$ cat src/rtl/psc_pkg.sv
package psc_pkg;

    // Fraction bits of both results
    localparam int FRAC_BITS = 16;

    // Configuration port
    localparam int CFG_W = 48;
    typedef logic [1:0] t_cfg_idx;
    localparam t_cfg_idx REG_TEMP_CAL = 2'd0;
    localparam t_cfg_idx REG_PRES_A   = 2'd1;
    localparam t_cfg_idx REG_PRES_B   = 2'd2;
    localparam t_cfg_idx REG_PRES_C   = 2'd3;

    // Temperature path
    localparam int T_W        = 29;              // Q16 temperature before clamping
    localparam int TEMP_SHIFT = 48 - FRAC_BITS;
    localparam logic [63:0] TEMP_POS_LIM = 64'd8388607;
    localparam logic [63:0] TEMP_NEG_LIM = 64'd8388608;
    localparam logic signed [23:0] TEMP_MAX = 24'sh7FFFFF;
    localparam logic signed [23:0] TEMP_MIN = 24'sh800000;

    // Pressure scaling: divide the Q32 Pa sum by 100 * 2^(32-FRAC_BITS).
    // After a right shift by 34-FRAC_BITS only a division by 25 is left.
    localparam int PRES_SHIFT = 34 - FRAC_BITS;
    localparam logic [63:0] PRES_HALF  = 64'd50 << (32 - FRAC_BITS);
    localparam logic [63:0] PRES_LIMIT = 64'd25 << 27;
    localparam logic [32:0] RECIP_25   = 33'd5497558139;   // ceil(2^37 / 25)
    localparam int RECIP_SHIFT = 37;
    localparam logic [26:0] PRES_MAX   = 27'h7FFFFFF;

    // Multiply and round unit
    localparam int MUL_A_W  = 60;
    localparam int MUL_B_W  = 48;
    localparam int MUL_AH_W = MUL_A_W / 2;
    localparam int MUL_BH_W = MUL_B_W / 2;
    localparam int MUL_P_W  = MUL_A_W + MUL_B_W;
    localparam int MUL_S_W  = 6;

    // Queue between the front and the back
    localparam int Q_DEPTH = 4;
    localparam int Q_AW    = 2;

    typedef struct packed {
        logic [23:0] raw_temperature;
        logic [23:0] raw_pressure;
    } t_in;

    typedef struct packed {
        logic signed [23:0] temperature_q16;
        logic [26:0]        pressure_hpa_q16;
        logic               saturated;
    } t_out;

    typedef struct packed {
        logic [15:0]        t1;
        logic [15:0]        t2;
        logic signed [7:0]  t3;
        logic signed [15:0] p1;
        logic signed [15:0] p2;
        logic signed [7:0]  p3;
        logic signed [7:0]  p4;
        logic [15:0]        p5;
        logic [15:0]        p6;
        logic signed [7:0]  p7;
        logic signed [7:0]  p8;
        logic signed [15:0] p9;
        logic signed [7:0]  p10;
        logic signed [7:0]  p11;
    } t_trim;

    typedef struct packed {
        logic signed [T_W-1:0] t_q16;
        logic signed [23:0]    temperature;
        logic                  temp_sat;
        logic [23:0]           raw_pressure;
    } t_fq;

    typedef struct packed {
        logic full;
        logic empty;
    } t_q_stat;

    // Magnitude of a two's complement word
    function automatic logic [63:0] mag64(input logic [63:0] v);
        return v[63] ? (~v + 64'd1) : v;
    endfunction

endpackage

$ cat src/rtl/psc_queue.sv
module psc_queue (
    input  logic             i_clk,
    input  logic             i_rst_n,
    input  logic             i_push,
    input  psc_pkg::t_fq     i_push_data,
    input  logic             i_pop,
    output psc_pkg::t_fq     o_pop_data,
    output psc_pkg::t_q_stat o_stat
);

    localparam int AW = psc_pkg::Q_AW;

    psc_pkg::t_fq  r_mem [psc_pkg::Q_DEPTH];
    logic [AW-1:0] r_wr, r_rd;
    logic [AW:0]   r_cnt;

    // Pointers and fill count
    always_ff @(posedge i_clk) begin
        if (!i_rst_n) begin
            r_wr  <= '0;
            r_rd  <= '0;
            r_cnt <= '0;
        end else begin
            if (i_push) begin
                r_wr <= r_wr + 1'b1;
            end
            if (i_pop) begin
                r_rd <= r_rd + 1'b1;
            end
            if (i_push && !i_pop) begin
                r_cnt <= r_cnt + 1'b1;
            end else if (!i_push && i_pop) begin
                r_cnt <= r_cnt - 1'b1;
            end
        end
    end

    // Entry storage
    always_ff @(posedge i_clk) begin
        if (i_push) begin
            r_mem[r_wr] <= i_push_data;
        end
    end

    assign o_pop_data   = r_mem[r_rd];
    assign o_stat.full  = (r_cnt == (AW + 1)'(psc_pkg::Q_DEPTH));
    assign o_stat.empty = (r_cnt == '0);

endmodule

$ cat config.mk
export PLATFORM = sky130hd
export DESIGN_NAME = psc_queue
export DESIGN_NICKNAME = d
export VERILOG_FILES = /design/src/rtl/psc_pkg.sv /design/src/rtl/psc_queue.sv
export SDC_FILE = /design/constraint.sdc
export NUM_CORES = 1
export LEC_CHECK = 0
export ABC_CLOCK_PERIOD_IN_PS = 2600
export BUFFER_PORTS_ARGS = -buffer_cell sky130_fd_sc_hd__buf_2
export CORE_MARGIN = 4
export CORE_UTILIZATION = 51
export CTS_CLUSTER_SIZE = 25
export DETAILED_ROUTE_END_ITERATION = 10
export PLACE_DENSITY = 0.75
export SLEW_MARGIN = 20
export SYNTH_ARGS = -nofsm -noshare
export SYNTH_HDL_FRONTEND = slang
export SYNTH_SLANG_ARGS = --single-unit
$ cat constraint.sdc
create_clock -name i_clk -period 2.6 [get_ports i_clk]
set_input_delay 0.39 -clock i_clk [delete_from_list [all_inputs] [get_ports i_clk]]
set_output_delay 0.39 -clock i_clk [all_outputs]
set_load 0.01 [all_outputs]
==> out/qor.json <==
{
  "layout_commonest_cell": {"value": "edfxtp_1"},
  "area_growth": {"value": 20.3, "unit": "%"},
  "run_status": {"value": "finished clean"},
  "clk_transition_reported_paths": {"value": 60, "unit": "ps"},
  "grt_pass1_wl": {"value": 34.1, "unit": "mm"},
  "maxCapViolCount": {"value": 0},
  "nets": {"value": 731},
  "slew-limit-headroom": {"value": 64.3, "unit": "%"},
  "worst_ep_arrival_time": {"value": 2020, "unit": "ps"},
  "synthesis.yosys.warnings": {"value": 0},
  "multi_input_area": {"value": 2020, "unit": "µm²"},
  "clock_tree.buffer_depth": {"value": 3},
  "grt_usage": {"value": 17.4, "unit": "%"},
  "worst_pin_slew": {"value": 535, "unit": "ps"},
  "fillers": {"value": 1547},
  "critPathBufInv": {"value": 2},
  "rows": {"value": 55},
  "die_w": {"value": 160, "unit": "µm"},
  "timing.final.crit_period": {"value": 2410, "unit": "ps"},
  "postSynthAreaPerCell": {"value": 26.0, "unit": "µm²"},
  "cts_repair_resize_count": {"value": 0},
  "hold_viol_final": {"value": 0},
  "worstHoldStart": {"value": "i_push_data[14]"},
  "post-place-cells": {"value": 892},
  "antenna_cells": {"value": 0},
  "place.port_buffers": {"value": 161},
  "drt_pass1_iterations": {"value": 4},
  "gr-total-overflow": {"value": 0},
  "post_route_cells_drive_above_1_share": {"value": 46.5, "unit": "%"},
  "clock-sinks": {"value": 321},
  "finalInstanceArea": {"value": 14100, "unit": "µm²"},
  "cts_hold_buffers": {"value": 0},
  "cellPowerDensity": {"value": 845, "unit": "nW/µm²"},
  "fmax": {"value": 0.414, "unit": "GHz"},
  "timing.critical_path.required": {"value": 2210, "unit": "ps"},
  "drtAntennaViolNets": {"value": 0},
  "detail_route.wirelength": {"value": 21.5, "unit": "mm"},
  "dieHeight": {"value": 160, "unit": "µm"},
  "cp_cell_sequence": {"value": "buf_12 > mux4_2 > buf_2"},
  "cts_htree_levels": {"value": 2},
  "most-common-layout-cells": {"value": "312 x edfxtp_1, 161 x buf_2, 78 x mux4_2"},
  "register_area": {"value": 9560, "unit": "µm²"},
  "post-route-util": {"value": 62.3, "unit": "%"},
  "synth.ff_latch_count": {"value": 321},
  "floorplan.core_area": {"value": 22600, "unit": "µm²"},
  "fin_total_pwr": {"value": 11.9, "unit": "mW"},
  "cts_tree": {"value": "yes"},
  "io_pins": {"value": 162},
  "floorplan.initialDensity": {"value": 51.8, "unit": "%"},
  "number_of_antenna_violations_at_the_first_check_in_global_routing": {"value": 0},
  "timing.critical_path.max_delay_family": {"value": "multiplexers"},
  "totalNegativeSetupSlack": {"value": 0, "unit": "ps"},
  "routed_via_density": {"value": 5.58},
  "pleak": {"value": 4.79, "unit": "nW"},
  "postSynthCellCount": {"value": 451},
  "critical_path.max_fanout": {"value": 55},
  "layout.cells.non_filler": {"value": 950},
  "dpl.hpwl": {"value": 12.8, "unit": "mm"},
  "post_cts_setup_buffers": {"value": 0},
  "cp-start-kind": {"value": "register"},
  "timing_worst_setup_path_type": {"value": "register to output pin"},
  "clock_insertion_delay_at_the_later_pin_of_the_skew_report": {"value": 490, "unit": "ps"},
  "setup-violations-final": {"value": 0},
  "cts_made_buffers": {"value": 34},
  "dieArea": {"value": 25500, "unit": "µm²"},
  "largest_net_degree_at_the_start_of_global_routing": {"value": 56},
  "syn_nets": {"value": 539},
  "max_stage_delay": {"value": 590, "unit": "ps"},
  "drcViolationCount": {"value": 0},
  "clock-root-buffer": {"value": "clkbuf_16"},
  "drv_slew": {"value": 0},
  "placed_area": {"value": 13000, "unit": "µm²"},
  "final.period_utilization": {"value": 92.8, "unit": "%"},
  "unrepaired_setup_endpoints_after_global_routing": {"value": "no"},
  "vias": {"value": 5303},
  "reg2reg_from": {"value": "r_wr[1]"},
  "skew": {"value": 12.9, "unit": "ps"},
  "detail_route.iter0.violations": {"value": 366},
  "holdCritPathClass": {"value": "input pin to register"},
  "critical_path_top_delay_cell": {"value": "mux4_2"},
  "ir_worst_vdd": {"value": 0.611, "unit": "mV"},
  "sequential_to_total_area_share_from_yosys_stat": {"value": 81.5, "unit": "%"},
  "synth.cell_area": {"value": 11700, "unit": "µm²"},
  "grt_pass1_vias": {"value": 5952},
  "synth.lib_cells_used.distinct": {"value": 22},
  "endpoint_kind": {"value": "output pin"},
  "place.gp.congestion": {"value": 0.722},
  "avgRoutedWirePerCell": {"value": 22.6, "unit": "µm"}
}
==> final timing paths <==
kind                            slack, ps              to  cells after the start
worst max register to register        920    r_mem[1][27]                      4
worst min-delay path                  110    r_mem[0][14]                      1
worst min register to register        520        r_cnt[2]                      2
worst max-delay path                  190  o_pop_data[77]                      3
==> power breakdown <==
part / leakage, nW / switching [mW] / internal [mW]
logic: 1.29 / 0.592 / 0.516
clock network: 0.556 / 1.83 / 2.97
registers: 2.94 / 0.0641 / 5.94
==> sequential cells by signal (all words and copies together) (netlist names), named ones only <==
register and cells:
r_cnt 3, r_mem 312, r_rd 2, r_wr 2
==> metal layers <==
layer  routed length (µm)  GRT usage [%]  share of wire [%]  vias up
li1                     -              -                  -     2319
met1                 8940           23.6                 42     2773
met2                11000           28.8                 51      179
met3                 1260           4.40                5.8       32
met4                  369           4.42                1.7        0
met5                    0              0                  0        -
==> through the flow <==
step | hold slack, ps | setup WS [ps]
floorplan | 472 | 651
global placement | 482 | 661
detailed placement | 512 | 617
CTS | 76.5 | 123
global route | 85.0 | 58.5
finish | 106 | 187
==> cells by family (layout without fill, tap and decap cells) <==
| group | after synthesis | after routing | synth area share [%] |
|---|---|---|---|
| AO/OA/AOI/OAI | 2 | 2 | 0.107 |
| XOR/XNOR | 5 | 5 | 0.374 |
| adder cells (fa/ha/maj) | 6 | 6 | 0.705 |
| buffers and inverters | 22 | 236 | 1.39 |
| flip-flops | 321 | 321 | 81.5 |
| multiplexers | 80 | 80 | 15.2 |
| AND/OR/NAND/NOR | 15 | 15 | 0.779 |
==> area by class of cell <==
cell class | instances | area share, %
tap | 285 | 2.53
inverter | 4 | 0.106
timing repair buffer | 174 | 7.21
clock buffer | 40 | 6.65
multi-input combinational | 108 | 14.3
clock inverter | 18 | 1.42
sequential | 321 | 67.8
==> cells in the mapped netlist (all sizes together) <==
master    n  share of area [%]
nand2     1              0.032
fa        1               0.17
or3       1              0.053
dfxtp     9                1.5
mux4     78                 15
ha        5               0.53
edfxtp  312                 80
nor2b     2               0.11
nor3      1              0.043
clkbuf    5               0.16
a21boi    1              0.064
xnor2     2               0.15
inv       4               0.13
mux2i     2               0.17
nor3b     1              0.064
xor2      3               0.22
buf      13                1.1
o21ai     1              0.043
and2      9               0.48
Power figures use the tool's default switching activity.
