===== src/rtl/psc_pkg.sv =====
package psc_pkg;

    // Fraction bits of both results
    localparam int FRAC_BITS = 16;

    // Configuration port
    localparam int CFG_W = 48;
    typedef logic [1:0] t_cfg_idx;
    localparam t_cfg_idx REG_TEMP_CAL = 2'd0;
    localparam t_cfg_idx REG_PRES_A   = 2'd1;
    localparam t_cfg_idx REG_PRES_B   = 2'd2;
    localparam t_cfg_idx REG_PRES_C   = 2'd3;

    // Temperature path
    localparam int T_W        = 29;              // Q16 temperature before clamping
    localparam int TEMP_SHIFT = 48 - FRAC_BITS;
    localparam logic [63:0] TEMP_POS_LIM = 64'd8388607;
    localparam logic [63:0] TEMP_NEG_LIM = 64'd8388608;
    localparam logic signed [23:0] TEMP_MAX = 24'sh7FFFFF;
    localparam logic signed [23:0] TEMP_MIN = 24'sh800000;

    // Pressure scaling: divide the Q32 Pa sum by 100 * 2^(32-FRAC_BITS).
    // After a right shift by 34-FRAC_BITS only a division by 25 is left.
    localparam int PRES_SHIFT = 34 - FRAC_BITS;
    localparam logic [63:0] PRES_HALF  = 64'd50 << (32 - FRAC_BITS);
    localparam logic [63:0] PRES_LIMIT = 64'd25 << 27;
    localparam logic [32:0] RECIP_25   = 33'd5497558139;   // ceil(2^37 / 25)
    localparam int RECIP_SHIFT = 37;
    localparam logic [26:0] PRES_MAX   = 27'h7FFFFFF;

    // Multiply and round unit
    localparam int MUL_A_W  = 60;
    localparam int MUL_B_W  = 48;
    localparam int MUL_AH_W = MUL_A_W / 2;
    localparam int MUL_BH_W = MUL_B_W / 2;
    localparam int MUL_P_W  = MUL_A_W + MUL_B_W;
    localparam int MUL_S_W  = 6;

    // Queue between the front and the back
    localparam int Q_DEPTH = 4;
    localparam int Q_AW    = 2;

    typedef struct packed {
        logic [23:0] raw_temperature;
        logic [23:0] raw_pressure;
    } t_in;

    typedef struct packed {
        logic signed [23:0] temperature_q16;
        logic [26:0]        pressure_hpa_q16;
        logic               saturated;
    } t_out;

    typedef struct packed {
        logic [15:0]        t1;
        logic [15:0]        t2;
        logic signed [7:0]  t3;
        logic signed [15:0] p1;
        logic signed [15:0] p2;
        logic signed [7:0]  p3;
        logic signed [7:0]  p4;
        logic [15:0]        p5;
        logic [15:0]        p6;
        logic signed [7:0]  p7;
        logic signed [7:0]  p8;
        logic signed [15:0] p9;
        logic signed [7:0]  p10;
        logic signed [7:0]  p11;
    } t_trim;

    typedef struct packed {
        logic signed [T_W-1:0] t_q16;
        logic signed [23:0]    temperature;
        logic                  temp_sat;
        logic [23:0]           raw_pressure;
    } t_fq;

    typedef struct packed {
        logic full;
        logic empty;
    } t_q_stat;

    // Magnitude of a two's complement word
    function automatic logic [63:0] mag64(input logic [63:0] v);
        return v[63] ? (~v + 64'd1) : v;
    endfunction

endpackage


===== src/rtl/psc_front.sv =====
module psc_front (
    input  logic            i_clk,
    input  logic            i_rst_n,
    input  logic            i_in_valid,
    output logic            o_in_ready,
    input  psc_pkg::t_in    i_in_data,
    input  psc_pkg::t_trim  i_trim,
    input  psc_pkg::t_q_stat i_q_stat,
    output logic            o_push,
    output psc_pkg::t_fq    o_push_data
);

    localparam int TW = psc_pkg::T_W;

    logic [4:0]          r_v;
    logic                w_en;
    logic [23:0]         r_rt;
    logic [23:0]         r_u0, r_u1, r_u2, r_u3, r_u4;
    logic signed [25:0]  r_d;
    logic signed [42:0]  r_dt2;
    logic signed [51:0]  r_dd;
    logic signed [59:0]  w_ddt3;
    logic signed [63:0]  r_t48, n_t48;
    logic [63:0]         w_mag, w_t_mag, w_temp_mag, w_t_signed;
    logic signed [TW-1:0] r_t, n_t;
    logic signed [23:0]  r_temp, n_temp;
    logic                r_tsat, n_tsat;

    // The front advances unless its last stage waits on a full queue
    assign w_en       = !r_v[4] || !i_q_stat.full;
    assign o_in_ready = w_en;
    assign o_push     = r_v[4] && !i_q_stat.full;

    always_ff @(posedge i_clk) begin
        if (!i_rst_n) begin
            r_v <= '0;
        end else if (w_en) begin
            r_v <= {r_v[3:0], i_in_valid};
        end
    end

    // Second-order temperature polynomial, exact in Q48
    assign w_ddt3 = r_dd * i_trim.t3;
    assign n_t48  = (64'(r_dt2) <<< 18) + 64'(w_ddt3);

    // Rounding to Q16 for the pressure path and to the output scaling
    assign w_mag      = psc_pkg::mag64(r_t48);
    assign w_t_mag    = (w_mag + 64'h8000_0000) >> 32;
    assign w_temp_mag = (w_mag + (64'd1 << (psc_pkg::TEMP_SHIFT - 1))) >> psc_pkg::TEMP_SHIFT;
    assign w_t_signed = r_t48[63] ? (64'd0 - w_t_mag) : w_t_mag;
    assign n_t        = w_t_signed[TW-1:0];

    // Temperature clamping
    always_comb begin
        n_tsat = 1'b0;
        if (r_t48[63]) begin
            if (w_temp_mag > psc_pkg::TEMP_NEG_LIM) begin
                n_temp = psc_pkg::TEMP_MIN;
                n_tsat = 1'b1;
            end else begin
                n_temp = 24'(64'd0 - w_temp_mag);
            end
        end else begin
            if (w_temp_mag > psc_pkg::TEMP_POS_LIM) begin
                n_temp = psc_pkg::TEMP_MAX;
                n_tsat = 1'b1;
            end else begin
                n_temp = w_temp_mag[23:0];
            end
        end
    end

    always_ff @(posedge i_clk) begin
        if (w_en) begin
            r_rt   <= i_in_data.raw_temperature;
            r_u0   <= i_in_data.raw_pressure;
            r_d    <= $signed({2'b00, r_rt}) - $signed({2'b00, i_trim.t1, 8'h00});
            r_u1   <= r_u0;
            r_dt2  <= 43'(r_d) * 43'($signed({1'b0, i_trim.t2}));
            r_dd   <= 52'(r_d) * 52'(r_d);
            r_u2   <= r_u1;
            r_t48  <= n_t48;
            r_u3   <= r_u2;
            r_t    <= n_t;
            r_temp <= n_temp;
            r_tsat <= n_tsat;
            r_u4   <= r_u3;
        end
    end

    assign o_push_data.t_q16        = r_t;
    assign o_push_data.temperature  = r_temp;
    assign o_push_data.temp_sat     = r_tsat;
    assign o_push_data.raw_pressure = r_u4;

endmodule


===== config.mk =====
export PLATFORM = sky130hd
export DESIGN_NAME = psc_front
export DESIGN_NICKNAME = d
export VERILOG_FILES = /design/src/rtl/psc_pkg.sv /design/src/rtl/psc_front.sv
export SDC_FILE = /design/constraint.sdc
export NUM_CORES = 2
export LEC_CHECK = 0
export BUFFER_PORTS_ARGS = -buffer_cell sky130_fd_sc_hd__buf_2
export CAP_MARGIN = 20
export CORE_UTILIZATION = 40
export CTS_CLUSTER_SIZE = 24
export DETAILED_ROUTE_END_ITERATION = 6
export GPL_TIMING_DRIVEN = 1
export PLACE_DENSITY_LB_ADDON = 0.2
export SYNTH_ARGS = -nofsm -noshare
export SYNTH_HDL_FRONTEND = slang
export SYNTH_SLANG_ARGS = --single-unit

===== constraint.sdc =====
create_clock -name i_clk -period 10.49 [get_ports i_clk]
set_input_delay 0 -clock i_clk [delete_from_list [all_inputs] [get_ports i_clk]]
set_output_delay 0 -clock i_clk [all_outputs]
set_load 0.005 [all_outputs]

==> impl_results.rst <==
.. list-table::
   :header-rows: 1

   * - Metric
     - Value
   * - Max Cap Viol
     - 0
   * - Max transition margin
     - 24.5%
   * - Max Slew Vio Count
     - 0
   * - Drt first pass iters
     - 7
   * - Antenna violations before repair
     - 2
   * - Number of library cell types mapped by synthesis
     - 88
   * - Sequential-to-total area share from yosys stat
     - 17.6%
   * - Detail-routed net length per standard cell
     - 17.1 um
   * - Placer Congestion
     - 0.878
   * - Worst-path maximum fanout
     - 29
   * - Die height
     - 404 um
   * - Largest net degree at the start of global routing
     - 161
   * - Met2 demand-to-capacity share in global routing
     - 31.3%
   * - Clock tree sinks
     - 381
   * - Register-to-Register Path Depth
     - 27
   * - Cts bufs inserted
     - 49
   * - Number of register bits inferred by synthesis
     - 381
   * - Number of vias per cell after detailed routing
     - 4.84
   * - PortBufs
     - 171
   * - Detailed placer's ending HPWL
     - 122,000 um
   * - Required time of the critical path
     - 10.91 ns
   * - Number of rows created at floorplan
     - 147
   * - Net count reported at finish
     - 8,528
   * - # DRC
     - 0
   * - Largest cells by area after synthesis
     - fa_1 42%, edfxtp_1 17%, inv_1 9.0%
   * - Cell taking the most area after synthesis
     - fa_1
   * - Syn nets
     - 8,400
   * - CORE AREA
     - 161,000 um^2
   * - Average size of a mapped cell
     - 10.0 um^2
   * - CTS clk-pin slew, worst paths
     - 0.06 ns
   * - Post-Route Setup TNS
     - 0 ns
   * - Hold Violations, Final
     - 0
   * - Crit Reg-Reg Startpoint
     - r_d[3]
   * - Nature of the critical path startpoint
     - flip-flop
   * - Worst clock skew on the final layout
     - 0.0675 ns
   * - Fraction of met3 tracks used by global routing
     - 2.55%
   * - GR met1 Demand/Resource
     - 27.0%
   * - Largest incremental delay on the critical path
     - 0.73 ns
   * - CTS-repair resized insts
     - 0
   * - Global-route wire length before repair
     - 248,000 um
   * - Type of the most critical hold path
     - input pin to flip-flop
   * - Cell with the largest stage delay on the worst path
     - edfxtp_1
   * - Vias
     - 42,574
   * - Area growth from synthesis to layout
     - 8.85%
   * - Clock root buffer master
     - clkbuf_16
   * - Area fraction of the dominant cell type after synthesis
     - 42.0%
   * - Actual slew at the worst max-slew pin
     - 1.10 ns
   * - Mapped Cells
     - 6,469
   * - Synth warnings
     - 0
   * - Most common cell on crit path
     - fa_1
   * - Capturing element of the worst setup path
     - r_dd[48]
   * - Synth Cell Area
     - 64,700 um^2
   * - Critical Path Sink Type
     - flip-flop
   * - Overall global routing resource usage
     - 19.1%
   * - Top cells by count, synth
     - 1,546 x inv_1, 1,357 x fa_1, 729 x nand2_1
   * - Most used routing layer in global routing
     - met2
   * - Floorplan die area
     - 163,000 um^2
   * - Flop2flop setup slack
     - 1.82 ns
   * - Final antenna-violating net count
     - 0
   * - Global route overflow
     - 0
   * - Outcome
     - complete, no violations
   * - Achievable clock frequency
     - 115 MHz
   * - Initial core utilization
     - 40.3%
   * - Min Tclk post-route
     - 8.67 ns
   * - TritonCTS clock tree
     - done
   * - Dominant synthesized flop cell
     - edfxtp_1
   * - Number of flops mapped to enable cells by yosys
     - 376
   * - Final worst path period share
     - 82.6%
   * - Iteration-0 DRC count of the detailed router
     - 2,287
   * - Leading cell type by number of instances after synthesis
     - inv_1
   * - Clock latency reported for the late side of the worst-skew pair
     - 0.71 ns
   * - Critical register-to-register path endpoint
     - r_dd[48]
   * - Unrepaired setup endpoints after global routing
     - no
   * - Final setup fails
     - 0
   * - Arrival time at the worst endpoint
     - 9.08 ns
   * - Vias in the first global route
     - 46,248
   * - Critical setup path kind
     - flip-flop to flip-flop
   * - Total number of H-tree levels
     - 2
   * - DIE WIDTH
     - 404 um
   * - Layout cell share with drive strength beyond 1
     - 5.33%
   * - Timing startpoint of the critical path
     - r_d[3]
   * - Async set or reset register ratio after synthesis
     - 0%
   * - Post-detailed-routing wire length
     - 150,000 um
   * - Ports
     - 301
   * - Bufs on Longest Clock Path
     - 3
## layout by cell type, fill, tap and decap left out, types with 11 or more instances in the layout
cell           synthesis  final
nand2_1              729    728
or3_1                 17     17
o21ai_0              114    114
buf_2                 11    171
xor2_1                69     69
a21oi_1              139    139
a211oi_1              16     16
a21o_1                96     96
mux2i_1               14     14
dlygate4sd3_1          0    103
fa_1                1357   1357
nor2_1               166    166
inv_1               1546   1546
nand2b_1              87     87
o21a_1                27     27
edfxtp_1             376    376
ha_1                 353    353
a21boi_0              17     17
xnor2_1              167    167
nand3_1               52     52
nor4_1                15     15
a31oi_1               28     28
nand4_1               26     26
clkbuf_16              0     49
and4_1                11     11
o22ai_1               14     14
o21ai_1               11     11
and3_1                30     30
buf_4                  2     45
nor2b_1               46     46
nor3_1                32     32
o21bai_1              20     20
and2_1               465    465
## through the flow
stage                     area (um^2)  hold slack [ns]  worst slack (ns)  util [%]  instances
final                           70400           0.0649              1.82      43.9       8799
after detailed placement        67700            0.178              1.74      42.2       8603
after global placement          67700            0.176              1.82      42.2       8603
after CTS                       70400        0.0000465              1.75      43.9       8797
after floorplan                 64700           0.0302              1.19         -       6469
after global routing            70400           0.0298              1.22      43.9       8797
## routing by layer
| metal | wire length, um | part of all wire, % | up-vias |
|---|---|---|---|
| met1 | 71200 | 47 | 21740 |
| met2 | 69300 | 46 | 815 |
| li1 | - | - | 19887 |
| met3 | 6920 | 4.6 | 132 |
| met5 | 0 | 0 | - |
| met4 | 2780 | 1.8 | 0 |
## state kept, by name (all words and copies together), names as in the netlist
signal and flops:
r_dt2 42, r_rt 24, r_d 25, r_dd 49, r_tsat 1, r_t 29
r_t48 62, r_u1 24, r_v 5, r_u4 24, r_temp 24, r_u3 24
r_u2 24, r_u0 24
## cell families (layout without fill, tap and decap cells)
kind of cell    count (synthesis)  in the layout  share of synthesized area [%]
xor+xnor                      237            237                           3.22
flops                         381            381                           17.6
simple gates                 1727           1727                           13.4
buf+inv                      1790           1958                           10.4
fa+ha+maj                    1710           1710                           48.8
mux                            26             26                          0.443
compound gates                596            596                           6.09
other cells                     2              4                         0.0116
## worst min-delay path by stage
stage	startpoint	endpoint	cells past startpoint
floorplan	i_q_stat[1]	o_push	1
global placement	i_in_data[22]	r_u0[22]	1
detailed placement	i_in_data[39]	r_rt[15]	1
CTS	i_in_data[24]	r_rt[0]	2
global route	i_in_data[15]	r_u0[15]	2
finish	i_trim[164]	r_d[20]	4
## layout make-up
class | count | area [um^2]
Fill cell | 15391 | 90100
Multi-Input combinational cell | 4298 | 46600
Sequential cell | 381 | 11400
Inverter | 1547 | 5810
Tap cell | 2160 | 2700
Timing Repair Buffer | 320 | 2240
Clock buffer | 52 | 1240
Clock inverter | 39 | 465
Antenna cell | 2 | 5.00
## critical path, delay by kind of cell, from the launching register on
| kind | cells | cell delay (ns) |
|---|---|---|
| AO/OA/AOI/OAI | 8 | 2.25 |
| adder cells (fa/ha/maj) | 8 | 3.89 |
| XOR/XNOR | 1 | 0.13 |
| flip-flops | 1 | 0.73 |
| AND/OR/NAND/NOR | 4 | 0.65 |
| buffers and inverters | 6 | 0.78 |
## timing repair
action                     4_1_cts  5_1_grt
hold endpoints to repair        61        0
hold buffers                   103        0
setup endpoints to repair        0        0
setup buffers                    0        0
Power is not shown: default switching activity piles up to over one toggle a cycle in this logic, so the estimate is an artifact.
